File: src/rtl/core/des_pkg.sv
// Shared types for the descending exchange sort block.
// Holds the record and emit word layouts used by the sequencer and the top level.
// No dependencies.
`timescale 1ns / 1ps

package des_pkg;

   localparam int SCORE_W = 16;
   localparam int TAG_W   = 8;

   typedef struct packed {
      logic signed [SCORE_W-1:0] score;
      logic [TAG_W-1:0]          tag;
   } record_type;

   typedef struct packed {
      logic       valid;
      record_type rec;
      logic       final_result;
      logic       overflow;
   } emit_type;

endpackage

File: src/rtl/core/des_if.sv
// Channel interfaces for the descending exchange sort block.
// des_req_if carries input records, des_rsp_if carries sorted results.
// Depends on des_pkg.
`timescale 1ns / 1ps

interface des_req_if;
   import des_pkg::*;

   logic                      valid;
   logic                      ready;
   logic signed [SCORE_W-1:0] score;
   logic [TAG_W-1:0]          tag;
   logic                      final_record;

   modport source (output valid, output score, output tag, output final_record, input ready);
   modport sink   (input valid, input score, input tag, input final_record, output ready);
endinterface

interface des_rsp_if;
   import des_pkg::*;

   logic                      valid;
   logic                      ready;
   logic signed [SCORE_W-1:0] sorted_score;
   logic [TAG_W-1:0]          sorted_tag;
   logic                      final_result;
   logic                      overflow;

   modport source (output valid, output sorted_score, output sorted_tag,
                   output final_result, output overflow, input ready);
   modport sink   (input valid, input sorted_score, input sorted_tag,
                   input final_result, input overflow, output ready);
endinterface

File: src/rtl/core/des_store.sv
// Record memory for the descending exchange sort block.
// One write port and one registered read port.
// Depends on des_pkg.
`timescale 1ns / 1ps

module des_store #(
   parameter int DEPTH = 16,
   parameter int AW    = $clog2(DEPTH)
) (
   input  logic                clock,
   input  logic                wr_en,
   input  logic [AW-1:0]       wr_addr,
   input  des_pkg::record_type wr_data,
   input  logic [AW-1:0]       rd_addr,
   output des_pkg::record_type rd_data
);
   import des_pkg::*;

   record_type mem [DEPTH];
   record_type rd_data_ff;

   always_ff @(posedge clock) begin
      if (wr_en) begin
         mem[wr_addr] <= wr_data;
      end
      rd_data_ff <= mem[rd_addr];
   end

   assign rd_data = rd_data_ff;

endmodule

File: src/rtl/core/des_seq.sv
// Load and sort sequencer for the descending exchange sort block.
// Drives the record memory and one shared score comparator; emits position i after pass i.
// Depends on des_pkg, des_if.
`timescale 1ns / 1ps

module des_seq #(
   parameter int CAPACITY = 16,
   parameter int AW       = $clog2(CAPACITY),
   parameter int CW       = $clog2(CAPACITY + 1)
) (
   input  logic                clock,
   input  logic                reset,
   des_req_if.sink             req,
   input  logic                slot_free,
   output des_pkg::emit_type   emit,
   output logic                wr_en,
   output logic [AW-1:0]       wr_addr,
   output des_pkg::record_type wr_data,
   output logic [AW-1:0]       rd_addr,
   input  des_pkg::record_type rd_data
);
   import des_pkg::*;

   typedef enum logic [2:0] {
      S_LOAD,
      S_FETCH,
      S_HOLD,
      S_SCAN,
      S_EMIT
   } state_type;

   localparam logic [CW-1:0] CAP = CW'(CAPACITY);

   state_type     state_ff;
   logic [CW-1:0] count_ff;
   logic          dropped_ff;
   logic [CW-1:0] n_ff;
   logic [CW-1:0] i_ff;
   logic [CW-1:0] j_ff;
   record_type    holder_ff;

   logic [CW-1:0] i_in;
   logic [CW-1:0] j_in;
   logic          room;
   logic          greater;

   assign i_in    = i_ff + 1'b1;
   assign j_in    = j_ff + 1'b1;
   assign room    = (count_ff < CAP);
   // The one comparator: the record just read against the record held for position i.
   assign greater = ($signed(rd_data.score) > $signed(holder_ff.score));

   always_comb begin
      req.ready = (state_ff == S_LOAD);
      wr_en     = 1'b0;
      wr_addr   = count_ff[AW-1:0];
      wr_data   = '{score: req.score, tag: req.tag};
      rd_addr   = i_ff[AW-1:0];
      unique case (state_ff)
         S_LOAD: begin
            wr_en = req.valid && room;
         end
         S_FETCH: begin
            rd_addr = i_ff[AW-1:0];
         end
         S_HOLD: begin
            rd_addr = i_in[AW-1:0];
         end
         S_SCAN: begin
            rd_addr = j_in[AW-1:0];
            // On a swap the displaced record goes back to position j.
            if (greater) begin
               wr_en   = 1'b1;
               wr_addr = j_ff[AW-1:0];
               wr_data = holder_ff;
            end
         end
         S_EMIT: begin
            rd_addr = i_ff[AW-1:0];
         end
         default: begin
            rd_addr = i_ff[AW-1:0];
         end
      endcase
   end

   always_comb begin
      emit.valid        = (state_ff == S_EMIT);
      emit.rec          = holder_ff;
      emit.final_result = (i_in == n_ff);
      emit.overflow     = dropped_ff;
   end

   always_ff @(posedge clock) begin
      if (reset) begin
         state_ff   <= S_LOAD;
         count_ff   <= '0;
         dropped_ff <= 1'b0;
      end else begin
         unique case (state_ff)
            S_LOAD: begin
               if (req.valid) begin
                  if (room) begin
                     count_ff <= count_ff + 1'b1;
                  end else begin
                     dropped_ff <= 1'b1;
                  end
                  if (req.final_record) begin
                     n_ff     <= room ? count_ff + 1'b1 : count_ff;
                     i_ff     <= '0;
                     state_ff <= S_FETCH;
                  end
               end
            end
            S_FETCH: begin
               state_ff <= S_HOLD;
            end
            S_HOLD: begin
               holder_ff <= rd_data;
               j_ff      <= i_in;
               state_ff  <= (i_in == n_ff) ? S_EMIT : S_SCAN;
            end
            S_SCAN: begin
               if (greater) begin
                  holder_ff <= rd_data;
               end
               j_ff <= j_in;
               if (j_in == n_ff) begin
                  state_ff <= S_EMIT;
               end
            end
            S_EMIT: begin
               // Position i is final once its pass ends, so it leaves straight from the holder.
               if (slot_free) begin
                  i_ff <= i_in;
                  if (i_in == n_ff) begin
                     count_ff   <= '0;
                     dropped_ff <= 1'b0;
                     state_ff   <= S_LOAD;
                  end else begin
                     state_ff <= S_FETCH;
                  end
               end
            end
            default: begin
               state_ff <= S_LOAD;
            end
         endcase
      end
   end

endmodule

File: src/rtl/core/descending_exchange_sort.sv
// Top level of the descending exchange sort block.
// Connects the sequencer, the record memory and the result output register.
// Depends on des_pkg, des_if, des_store, des_seq.
//
//   Channel   Direction  Word
//   req_port  in         score, tag, final_record
//   rsp_port  out        sorted_score, sorted_tag, final_result, overflow
//
// Records load at one per cycle while the block waits for a set. A word with
// final_record set starts the sort; req_port.ready stays low until every result
// of the set has entered the output register. Pass i over n records runs the fetch and
// hold states, a scan of records i+1 to n-1 on the one memory read port and comparator,
// and the emit state, which waits while the output register is full and rsp_port.ready
// is held low. Reset is synchronous and empties the set.
`timescale 1ns / 1ps

module descending_exchange_sort #(
   parameter int CAPACITY = 16
) (
   input  logic      clock,
   input  logic      reset,
   des_req_if.sink   req_port,
   des_rsp_if.source rsp_port
);
   import des_pkg::*;

   localparam int AW = $clog2(CAPACITY);
   localparam int CW = $clog2(CAPACITY + 1);

   logic          wr_en;
   logic [AW-1:0] wr_addr;
   record_type    wr_data;
   logic [AW-1:0] rd_addr;
   record_type    rd_data;
   emit_type      emit;
   logic          slot_free;

   logic          rsp_valid_ff;
   emit_type      rsp_word_ff;

   des_seq #(
      .CAPACITY (CAPACITY),
      .AW       (AW),
      .CW       (CW)
   ) u_seq (
      .clock     (clock),
      .reset     (reset),
      .req       (req_port),
      .slot_free (slot_free),
      .emit      (emit),
      .wr_en     (wr_en),
      .wr_addr   (wr_addr),
      .wr_data   (wr_data),
      .rd_addr   (rd_addr),
      .rd_data   (rd_data)
   );

   des_store #(
      .DEPTH (CAPACITY),
      .AW    (AW)
   ) u_store (
      .clock   (clock),
      .wr_en   (wr_en),
      .wr_addr (wr_addr),
      .wr_data (wr_data),
      .rd_addr (rd_addr),
      .rd_data (rd_data)
   );

   assign slot_free = !rsp_valid_ff || rsp_port.ready;

   always_ff @(posedge clock) begin
      if (reset) begin
         rsp_valid_ff <= 1'b0;
      end else if (slot_free) begin
         rsp_valid_ff <= emit.valid;
      end
   end

   always_ff @(posedge clock) begin
      if (slot_free && emit.valid) begin
         rsp_word_ff <= emit;
      end
   end

   assign rsp_port.valid        = rsp_valid_ff;
   assign rsp_port.sorted_score = rsp_word_ff.rec.score;
   assign rsp_port.sorted_tag   = rsp_word_ff.rec.tag;
   assign rsp_port.final_result = rsp_word_ff.final_result;
   assign rsp_port.overflow     = rsp_word_ff.overflow;

endmodule

File: src/flat_wrapper.sv
// flat-port wrapper written by rule: the top's interface ports become plain ports
module descending_exchange_sort_flat import des_pkg::*;
#(
   parameter int CAPACITY = 16
)
  (clock, reset, req_port_valid, req_port_score, req_port_tag, req_port_final_record, req_port_ready, rsp_port_valid, rsp_port_sorted_score, rsp_port_sorted_tag, rsp_port_final_result, rsp_port_overflow, rsp_port_ready);
  des_req_if req_port_i ();
  des_rsp_if rsp_port_i ();
  input  logic clock;
  input  logic reset;
  input wire logic [$bits(req_port_i.valid)-1:0] req_port_valid;
  input wire logic [$bits(req_port_i.score)-1:0] req_port_score;
  input wire logic [$bits(req_port_i.tag)-1:0] req_port_tag;
  input wire logic [$bits(req_port_i.final_record)-1:0] req_port_final_record;
  output wire logic [$bits(req_port_i.ready)-1:0] req_port_ready;
  output wire logic [$bits(rsp_port_i.valid)-1:0] rsp_port_valid;
  output wire logic [$bits(rsp_port_i.sorted_score)-1:0] rsp_port_sorted_score;
  output wire logic [$bits(rsp_port_i.sorted_tag)-1:0] rsp_port_sorted_tag;
  output wire logic [$bits(rsp_port_i.final_result)-1:0] rsp_port_final_result;
  output wire logic [$bits(rsp_port_i.overflow)-1:0] rsp_port_overflow;
  input wire logic [$bits(rsp_port_i.ready)-1:0] rsp_port_ready;
  assign req_port_i.valid = req_port_valid;
  assign req_port_i.score = req_port_score;
  assign req_port_i.tag = req_port_tag;
  assign req_port_i.final_record = req_port_final_record;
  assign req_port_ready = req_port_i.ready;
  assign rsp_port_valid = rsp_port_i.valid;
  assign rsp_port_sorted_score = rsp_port_i.sorted_score;
  assign rsp_port_sorted_tag = rsp_port_i.sorted_tag;
  assign rsp_port_final_result = rsp_port_i.final_result;
  assign rsp_port_overflow = rsp_port_i.overflow;
  assign rsp_port_i.ready = rsp_port_ready;
  descending_exchange_sort #(.CAPACITY(CAPACITY)) u_core (.clock(clock), .reset(reset), .req_port(req_port_i), .rsp_port(rsp_port_i));
endmodule
File: config.mk
export PLATFORM = sky130hd
export DESIGN_NAME = descending_exchange_sort_flat
export DESIGN_NICKNAME = d
export VERILOG_FILES = /design/src/rtl/core/des_pkg.sv /design/src/rtl/core/des_if.sv /design/src/rtl/core/des_store.sv /design/src/rtl/core/des_seq.sv /design/src/rtl/core/descending_exchange_sort.sv /design/src/flat_wrapper.sv
export SDC_FILE = /design/constraint.sdc
export NUM_CORES = 1
export LEC_CHECK = 0
export BUFFER_PORTS_ARGS = -buffer_cell sky130_fd_sc_hd__buf_2
export CAP_MARGIN = 10
export CORE_MARGIN = 2
export CORE_UTILIZATION = 26
export DETAILED_ROUTE_END_ITERATION = 10
export PLACE_DENSITY_LB_ADDON = 0.15
export SETUP_SLACK_MARGIN = 0.2
export SLEW_MARGIN = 15
export SYNTH_ARGS = -nofsm -noshare
export SYNTH_HDL_FRONTEND = slang
export SYNTH_SLANG_ARGS = --single-unit
File: constraint.sdc
create_clock -name clock -period 11.8 [get_ports clock]
set_input_delay 2.95 -clock clock [delete_from_list [all_inputs] [get_ports clock]]
set_output_delay 2.95 -clock clock [all_outputs]
set_load 0.01 [all_outputs]
# Word level (Yosys, flattened, before mapping)
# Memories as Yosys holds them, arrays and structs flattened. A register that Yosys moved wholly into a read port is not among the register bits.
# Index checks and enable logic that the tools add are counted.
# classes
n_addsub,3
order_cmp,2
eq_ne,13
muxes,33
n_bitwise,1
n_reduce_logical,14
# ops
operator,n
24-bit 2-to-1 mux,3
24-bit one-hot mux with 2 select lines,1
5-bit 2-to-1 mux,7
5-bit one-hot mux with 2 select lines,3
16-bit > comparator,1
5-bit by 1-bit adder with 5-bit output (second input constant),3
3-bit 2-to-1 mux,5
3-bit one-hot mux with 5 select lines,1
2-bit inequality test (second input constant),7
4-bit AND reduction,3
5-bit == test,2
5-bit AND reduction,2
1-bit 2-to-1 mux,8
4-bit 2-to-1 mux,2
4-bit one-hot mux with 2 select lines,1
3-bit by 2-bit == test with 1-bit output (second input constant),2
5-bit less-than comparator (second input constant),1
1-bit one-hot mux with 2 select lines,2
2-bit nonzero test,2
3-bit by 1-bit == test with 1-bit output (second input constant),1
3-bit == test (second input constant),1
3-bit logical NOT,1
3-bit AND reduction,1
1-bit logical AND,2
4 further kinds,4
# totals
reg_bits,75
ramBits,384
word_cells,80
mem_count,1
# memory_table
memory,depth,word_bits,rd,rd_clocked_by_memory_dff,wr,line_no,text
u_core.u_store.mem,16,24,1,1,1,des_store.sv:19,record_type mem [DEPTH];

# Longest topological paths before layout
# Gate-level depths: netlist of run 1.
# depth
word_depth,5
ltp_mapped,10
ltp_nobuf,8

# Cells and area by module
# Synthesis of run 1 repeated with hierarchy kept, for this count alone.
# unflattened
cells_unflattened,928
area_unflattened_um2,18743.0
# modules_own_cells
mod,n_inst,cells_each,area_each_um2,seq_area_each_um2
des_store,1,636,14930.6,12011.5
des_seq,1,261,2976.6,1351.3
descending_exchange_sort,1,31,835.8,800.8

# Worst setup path before layout of run 1
# No wires, ideal clock.
# synth_timing
path_type,input-to-reg
start,input reset
end,"register u_core.u_seq.holder_ff (netlist bit u_core.u_seq.emit[10]), enable pin"
setup_ns,0.442
arrival_ns,5.128
t_required_ns,11.358
slack_ns,6.230
stages,2
path_cell_list,nor2_1 -> a21boi_0
# synth_via
elab_chain_cells,2
# synth_rtl
element,line_no,text
start: declaration,flat_wrapper.sv:10,input logic reset;
1-bit inverter (no line),-,
3-bit AND reduction (no line),-,
end signal: assignment,des_seq.sv:119,holder_ff <= rd_data;
end signal: assignment,des_seq.sv:125,holder_ff <= rd_data;
end: declaration,des_seq.sv:40,record_type holder_ff;
# Every way passes these cells.
# A chain may end at the register's enable or synchronous reset.

# Final worst setup path of run 1
# layout_timing
start,input req_port_valid
end,"memory u_core.u_store.mem[15][14] (netlist bit), enable pin"
# layout_via
elab_chain_cells,4
# layout_rtl
element,line_no,text
start: declaration,flat_wrapper.sv:11,input wire logic [$bits(req_port_i.valid)-1:0] req_port_valid;
1-bit logical AND,des_seq.sv:61,wr_en = req.valid && room;
1-bit one-hot mux with 2 select lines,des_seq.sv:59,unique case (state_ff)
1-bit 2-to-1 mux,des_store.sv:23,if (wr_en) begin
1-bit 2-to-1 mux (implied by the code),des_store.sv:24,mem[wr_addr] <= wr_data;
end: declaration,des_store.sv:19,
# Every way passes these cells.

==> results of run 1 <==
[power by group]
part	switching, mW	internal (mW)	total [mW]
Combinational	0.303	0.147	0.450
Clock	0.686	0.960	1.65
Sequential	0.0326	1.95	1.99
[logic make-up (layout without fill, tap and decap cells)]
kind of cell	Yosys count	after routing	share of synthesized area, %
flip-flops	483	483	72.1
multiplexers	224	224	12.2
AND/OR/NAND/NOR	208	208	5.36
AO/OA/AOI/OAI	154	154	5.80
buffers and inverters	84	199	2.32
adder cells (fa/ha/maj)	19	19	1.21
XOR/XNOR	19	19	0.987
other	0	3	0
[cell type report]
cell class | count | share of cell area [%]
Timing Repair Buffer | 80 | 2.11
Multi-Input combinational cell | 624 | 23.3
Sequential cell | 483 | 61.5
Clock buffer | 85 | 6.85
Inverter | 18 | 0.293
Antenna cell | 3 | 0.0326
Tap cell | 969 | 5.26
Clock inverter | 16 | 0.668
[state kept, by name, indices dropped and copies added (netlist names)]
signal and cells:
u_core.rsp_port.final_result 1, u_core.u_seq.n_ff 5, u_core.rsp_port.overflow 1, u_core.u_seq.emit 24
u_core.u_seq.count_ff 5, u_core.u_seq.j_ff 5, u_core.u_store.mem 384, u_core.rsp_port.sorted_score 16
u_core.rsp_port.valid 1, u_core.rsp_port.sorted_tag 8, u_core.u_store.rd_data 24, u_core.u_seq.dropped_ff 1
u_core.u_seq.state_ff 3, u_core.u_seq.i_ff 5
[metrics by stage]
stage	hold WS, ps	utilization, %	instances
global route	383	30.9	2275
detailed placement	391	28.6	2174
floorplan	386	-	1191
global placement	388	28.6	2174
finish	394	30.9	2278
CTS	387	30.9	2275
[final timing paths]
path	endpoint	slack, ps	from	depth (start not counted)
worst max-delay path	u_core.u_store.mem[15][14]	7110	req_port_valid	5
worst min-delay path	u_core.u_seq.emit[9]	390	u_core.u_store.rd_data[7]	0
worst max register to register	u_core.u_store.rd_data[21]	7410	u_core.u_seq.i_ff[0]	8
worst min register to register	u_core.u_seq.emit[9]	390	u_core.u_store.rd_data[7]	0
[critical path: stages]
cell and delay, ps:
buf_2 130, nand2_1 190, nor2_1 320, nand3_1 380, o22ai_4 930
[metal layers]
metal / up-vias / routed length, µm / track usage (%)
met1: 5280 / 26400 / 20.0
met5: - / 0 / 0
met3: 63 / 2220 / 2.30
li1: 4810 / - / -
met4: 0 / 1090 / 3.90
met2: 199 / 22600 / 20.1
[cell usage in the layout (no fill, tap or decap), drive strengths merged, types with 3 or more instances in the layout]
cell type,count
nand2b,11
o211ai,96
nor3,8
xor2,7
and3,3
clkbuf,85
clkinv,10
nor2,16
buf,80
o21ai,3
a31oi,6
nand4,29
mux2,123
diode,3
inv,21
o22ai,4
xnor2,10
ha,19
mux2i,101
dfxtp,34
nand3b,4
nor3b,3
o32ai,15
nand3,7
or2,4
a21oi,16
edfxtp,449
nand2,111
==> results.cfg, run 1 <==
[place]
io_buffers = 56
dp_hpwl_um = 31600
preCtsSetupSlack_ps = 6450
place_area_um2 = 21300
gp_congestion = 0.702

[clocking]
cts_tree = done
htree_levels = 2
cts_hold_buf = 0
cts_buffer_depth = 3
cts_setup_buffers = 0
ctsResizeCount = 0
cts_sinks = 483
cts_buffers = 54
cts_root_buffer = clkbuf_16
clk_latency_ps = 610
clkSlewWorstSetupHoldPaths_ps = 60

[logic_synthesis]
ys.flop_type = edfxtp_1
async_reset_ff_share_pct = 0
synth.top_cell.area_share_pct = 68.6
synth_nets = 1239
yosysWarnings = 0
synth_seq_area_share_pct = 72.1
syn_area_um2 = 19600
synth_common_cells = edfxtp_1, nand2_1, mux2i_1, o211ai_1, mux2_2
synth_area_leaders = edfxtp_1, mux2i_1, mux2_2
yosysMostFrequentCell = edfxtp_1
syn_avg_cell_area_um2 = 16.5
synth-edff-count = 449
synthesis.instances = 1191
ys_types = 56
ys_ff_latch = 483
yosysTopAreaCell = edfxtp_1

[sta]
finalSetupViolCount = 0
maxClockFrequency_mhz = 213
fin_crit_ps = 4690
slew_headroom_pct = 28.1
rsz0062_at_grt = no
layout_setup_ws_ps = 7110
clock_skew_ps = 26.1
hold_violations = 0
layout_worst_path_cycle_share_pct = 39.8
maxSlewViolCount = 0
tns_ps = 0
worst_pin_slew_ps = 1080

[grt]
gr-total-overflow = 0
grt_usage_pct = 13.5
grt_first_pass_wirelength_um = 75900
antenna_found_initial = 5
first_global_vias = 10600
grt_max_degree = 193

[finish]
drive_gt1_share_pct = 21.1
area_growth_pct = 17.3
multi_input_area_um2 = 5370
nFillCells = 7305
final_nets = 1309
regArea_um2 = 14200
final_cell_area_um2 = 23000

[die]
floorplan.initialDensity_pct = 26.3
rows = 100
die_w_um = 279
core-area_um2 = 74600
io_pins = 57
dieHeight_um = 279
die_area_um2 = 77800

[setup_path]
cp-end-kind = register
arrival_ps = 4910
worst_ep_required_time_ps = 12010
critPathLaunchType = primary input
worst-setup-path-type = primary input to register
critPathMaxFanout = 24

[routing]
drcViolationCount = 0
dr.pass1.iters = 5
ant_nets = 0
viasPerCell = 4.54
wl_per_cell_um = 22.9
totalWireLength_um = 52300
vias = 10400
drt_iter0_drc = 777

[run_status]
status = finished clean

[power]
power_density_nw_per_um2 = 177
p_leak_nw = 7.67
peakVddDrop_mv = 0.0999
power.total_mw = 4.08

[run]
cap_violations = 0

[min_path]
min_path_type = register to register
Note: power is estimated with default switching activity, not from simulation.
==> inputs of run 2 (changes only) <==
clock period = 4.1 ns   (was 11.8 ns; I/O delays follow)
==> run 2 against run 1 <==
First-iteration DRC count down 2.3%. Sequential share of layout area down 0.47 points. Clock-buffer cell count down 13. Sequential power rose to 2.9 times the previous value. Hold slack better by 9.5 ps. Via count up 1.5%. Non-clock buffer count up 29. Combinational power rose to 2.9 times the previous value. Utilization up 0.24 points. Clock skew down 2.1 ps. Critical endpoint is now u_core.u_store.mem[13][20]. Largest power group unchanged. Highest routed layer unchanged.
==> results.cfg, run 2 (synthesis gave the netlist of run 1 again) <==
[run_status]
status = finished clean

[finish]
multi_input_area_um2 = 5380
largest_register_ffs = 384
regArea_um2 = 14200
fin_util_pct = 31.1
area_growth_pct = 18.2
top_register = u_core.u_store.mem
final_common_cell = edfxtp_1
layout_common_cells = edfxtp_1, nand2_1, mux2i_1
drive_gt1_share_pct = 22.2
nFillCells = 7343
final_nets = 1336

[routing]
ant_nets = 0
totalWireLength_um = 52500
drcViolationCount = 0
dr.pass1.iters = 5
vias = 10500
drt_iter0_drc = 759
viasPerCell = 4.59
wl_per_cell_um = 22.9

[place]
io_buffers = 56
preCtsSetupSlack_ps = 48.3
gp_congestion = 0.713
dp_hpwl_um = 30600

[clocking]
cts_tree = done
clk_latency_ps = 590
cts_sinks = 483
clkSlewWorstSetupHoldPaths_ps = 50
cts_root_buffer = clkbuf_16
htree_levels = 2
cts_buffers = 52
cts_setup_buffers = 0
cts_buffer_depth = 3

[min_path]
min_path_type = register to register
hold_depth = 0
hp-start = u_core.u_store.rd_data[1]
whs_endpoint = u_core.u_seq.emit[3]

[setup_path]
rr_startpoint = u_core.u_seq.emit[24]
arrival_ps = 3860
r2r_cells = 10
reg2reg_to = u_core.u_store.mem[13][20]
r2r_slack_ps = 470
worst_ep_required_time_ps = 4330
critPathLaunchType = register
critPathMaxFanout = 23
cp-end-kind = register
worst-setup-path-type = register to register

[sta]
layout_worst_path_cycle_share_pct = 88.5
tns_ps = 0
finalSetupViolCount = 0
slew_headroom_pct = 31.9
hold_violations = 0
worst_pin_slew_ps = 1010
rsz0062_at_grt = no
maxSlewViolCount = 0
maxClockFrequency_mhz = 276
layout_setup_ws_ps = 472
clock_skew_ps = 24.0
fin_crit_ps = 3630

[die]
die_w_um = 279
floorplan.initialDensity_pct = 26.3
core-area_um2 = 74600
io_pins = 57
dieHeight_um = 279
rows = 100
die_area_um2 = 77800

[grt]
antenna_found_initial = 1
first_global_vias = 10700
grt_usage_pct = 13.4
grtUsageMet2_pct = 22.1
busiest_layer = met2
grtUsageMet1_pct = 18.4
grt_max_degree = 113
grt_first_pass_wirelength_um = 75600
gr-total-overflow = 0
met3_usage_pct = 2.06

[power]
power.total_mw = 11.4
power_density_nw_per_um2 = 490
peakVddDrop_mv = 0.319
p_leak_nw = 7.79

[run]
cap_violations = 0
[run 2: cell type report]
| type | count | share of cell area [%] |
|---|---|---|
| sequential | 483 | 61.0 |
| clock buffer | 72 | 6.15 |
| antenna | 1 | 0.0108 |
| clock inverter | 16 | 0.560 |
| tap | 969 | 5.22 |
| inverter | 18 | 0.291 |
| multi-input combinational | 624 | 23.2 |
| timing repair buffer | 109 | 3.59 |
[run 2: timing repair]
item                       4_1_cts  5_1_grt
resized for setup                2        6
hold buffers                     0        0
pin swaps                        0        0
setup endpoints to repair      587      630
[run 2: per-layer routing]
| layer | part of all wire, % | vias up | wire length [µm] |
|---|---|---|---|
| met3 | 3.4 | 63 | 1790 |
| met4 | 2.1 | 0 | 1080 |
| met5 | 0 | - | 0 |
| li1 | - | 4864 | - |
| met2 | 48 | 177 | 25000 |
| met1 | 47 | 5407 | 24600 |
[run 2: metrics by stage]
| step | area [µm²] | instances | hold slack, ps |
|---|---|---|---|
| global placement | 21600 | 2203 | 387 |
| detailed placement | 21600 | 2203 | 389 |
| global route | 23200 | 2291 | 412 |
| finish | 23200 | 2292 | 403 |
| floorplan | 19700 | 1191 | 386 |
| CTS | 23200 | 2291 | 404 |
[run 2: worst max path at each step]
stage | from | end | slack, ps
final | u_core.u_seq.emit[24] | u_core.u_store.mem[13][20] | 470
after global routing | u_core.u_seq.emit[24] | u_core.u_store.mem[13][20] | 210
after CTS | u_core.u_seq.emit[24] | u_core.u_store.mem[14][7] | 210
after detailed placement | u_core.u_seq.emit[24] | u_core.u_store.mem[12][9] | 50
after global placement | u_core.u_seq.emit[24] | u_core.u_store.mem[14][7] | 80
after floorplan | u_core.u_seq.emit[25] | u_core.u_store.mem[8][0] | -140
[run 2: worst max-delay path: stages (launching register included)]
cell	delay, ps
edfxtp_1	430
inv_1	70
ha_1	310
nand4_2	220
nor4_4	470
o21ai_1	280
nand4_1	240
nand4bb_4	280
buf_12	290
o32ai_4	300
buf_4	370
[run 2: where the power goes]
group | switching (mW) | internal, mW
combinational | 0.827 | 0.458
sequential | 0.103 | 5.62
clock | 1.83 | 2.53
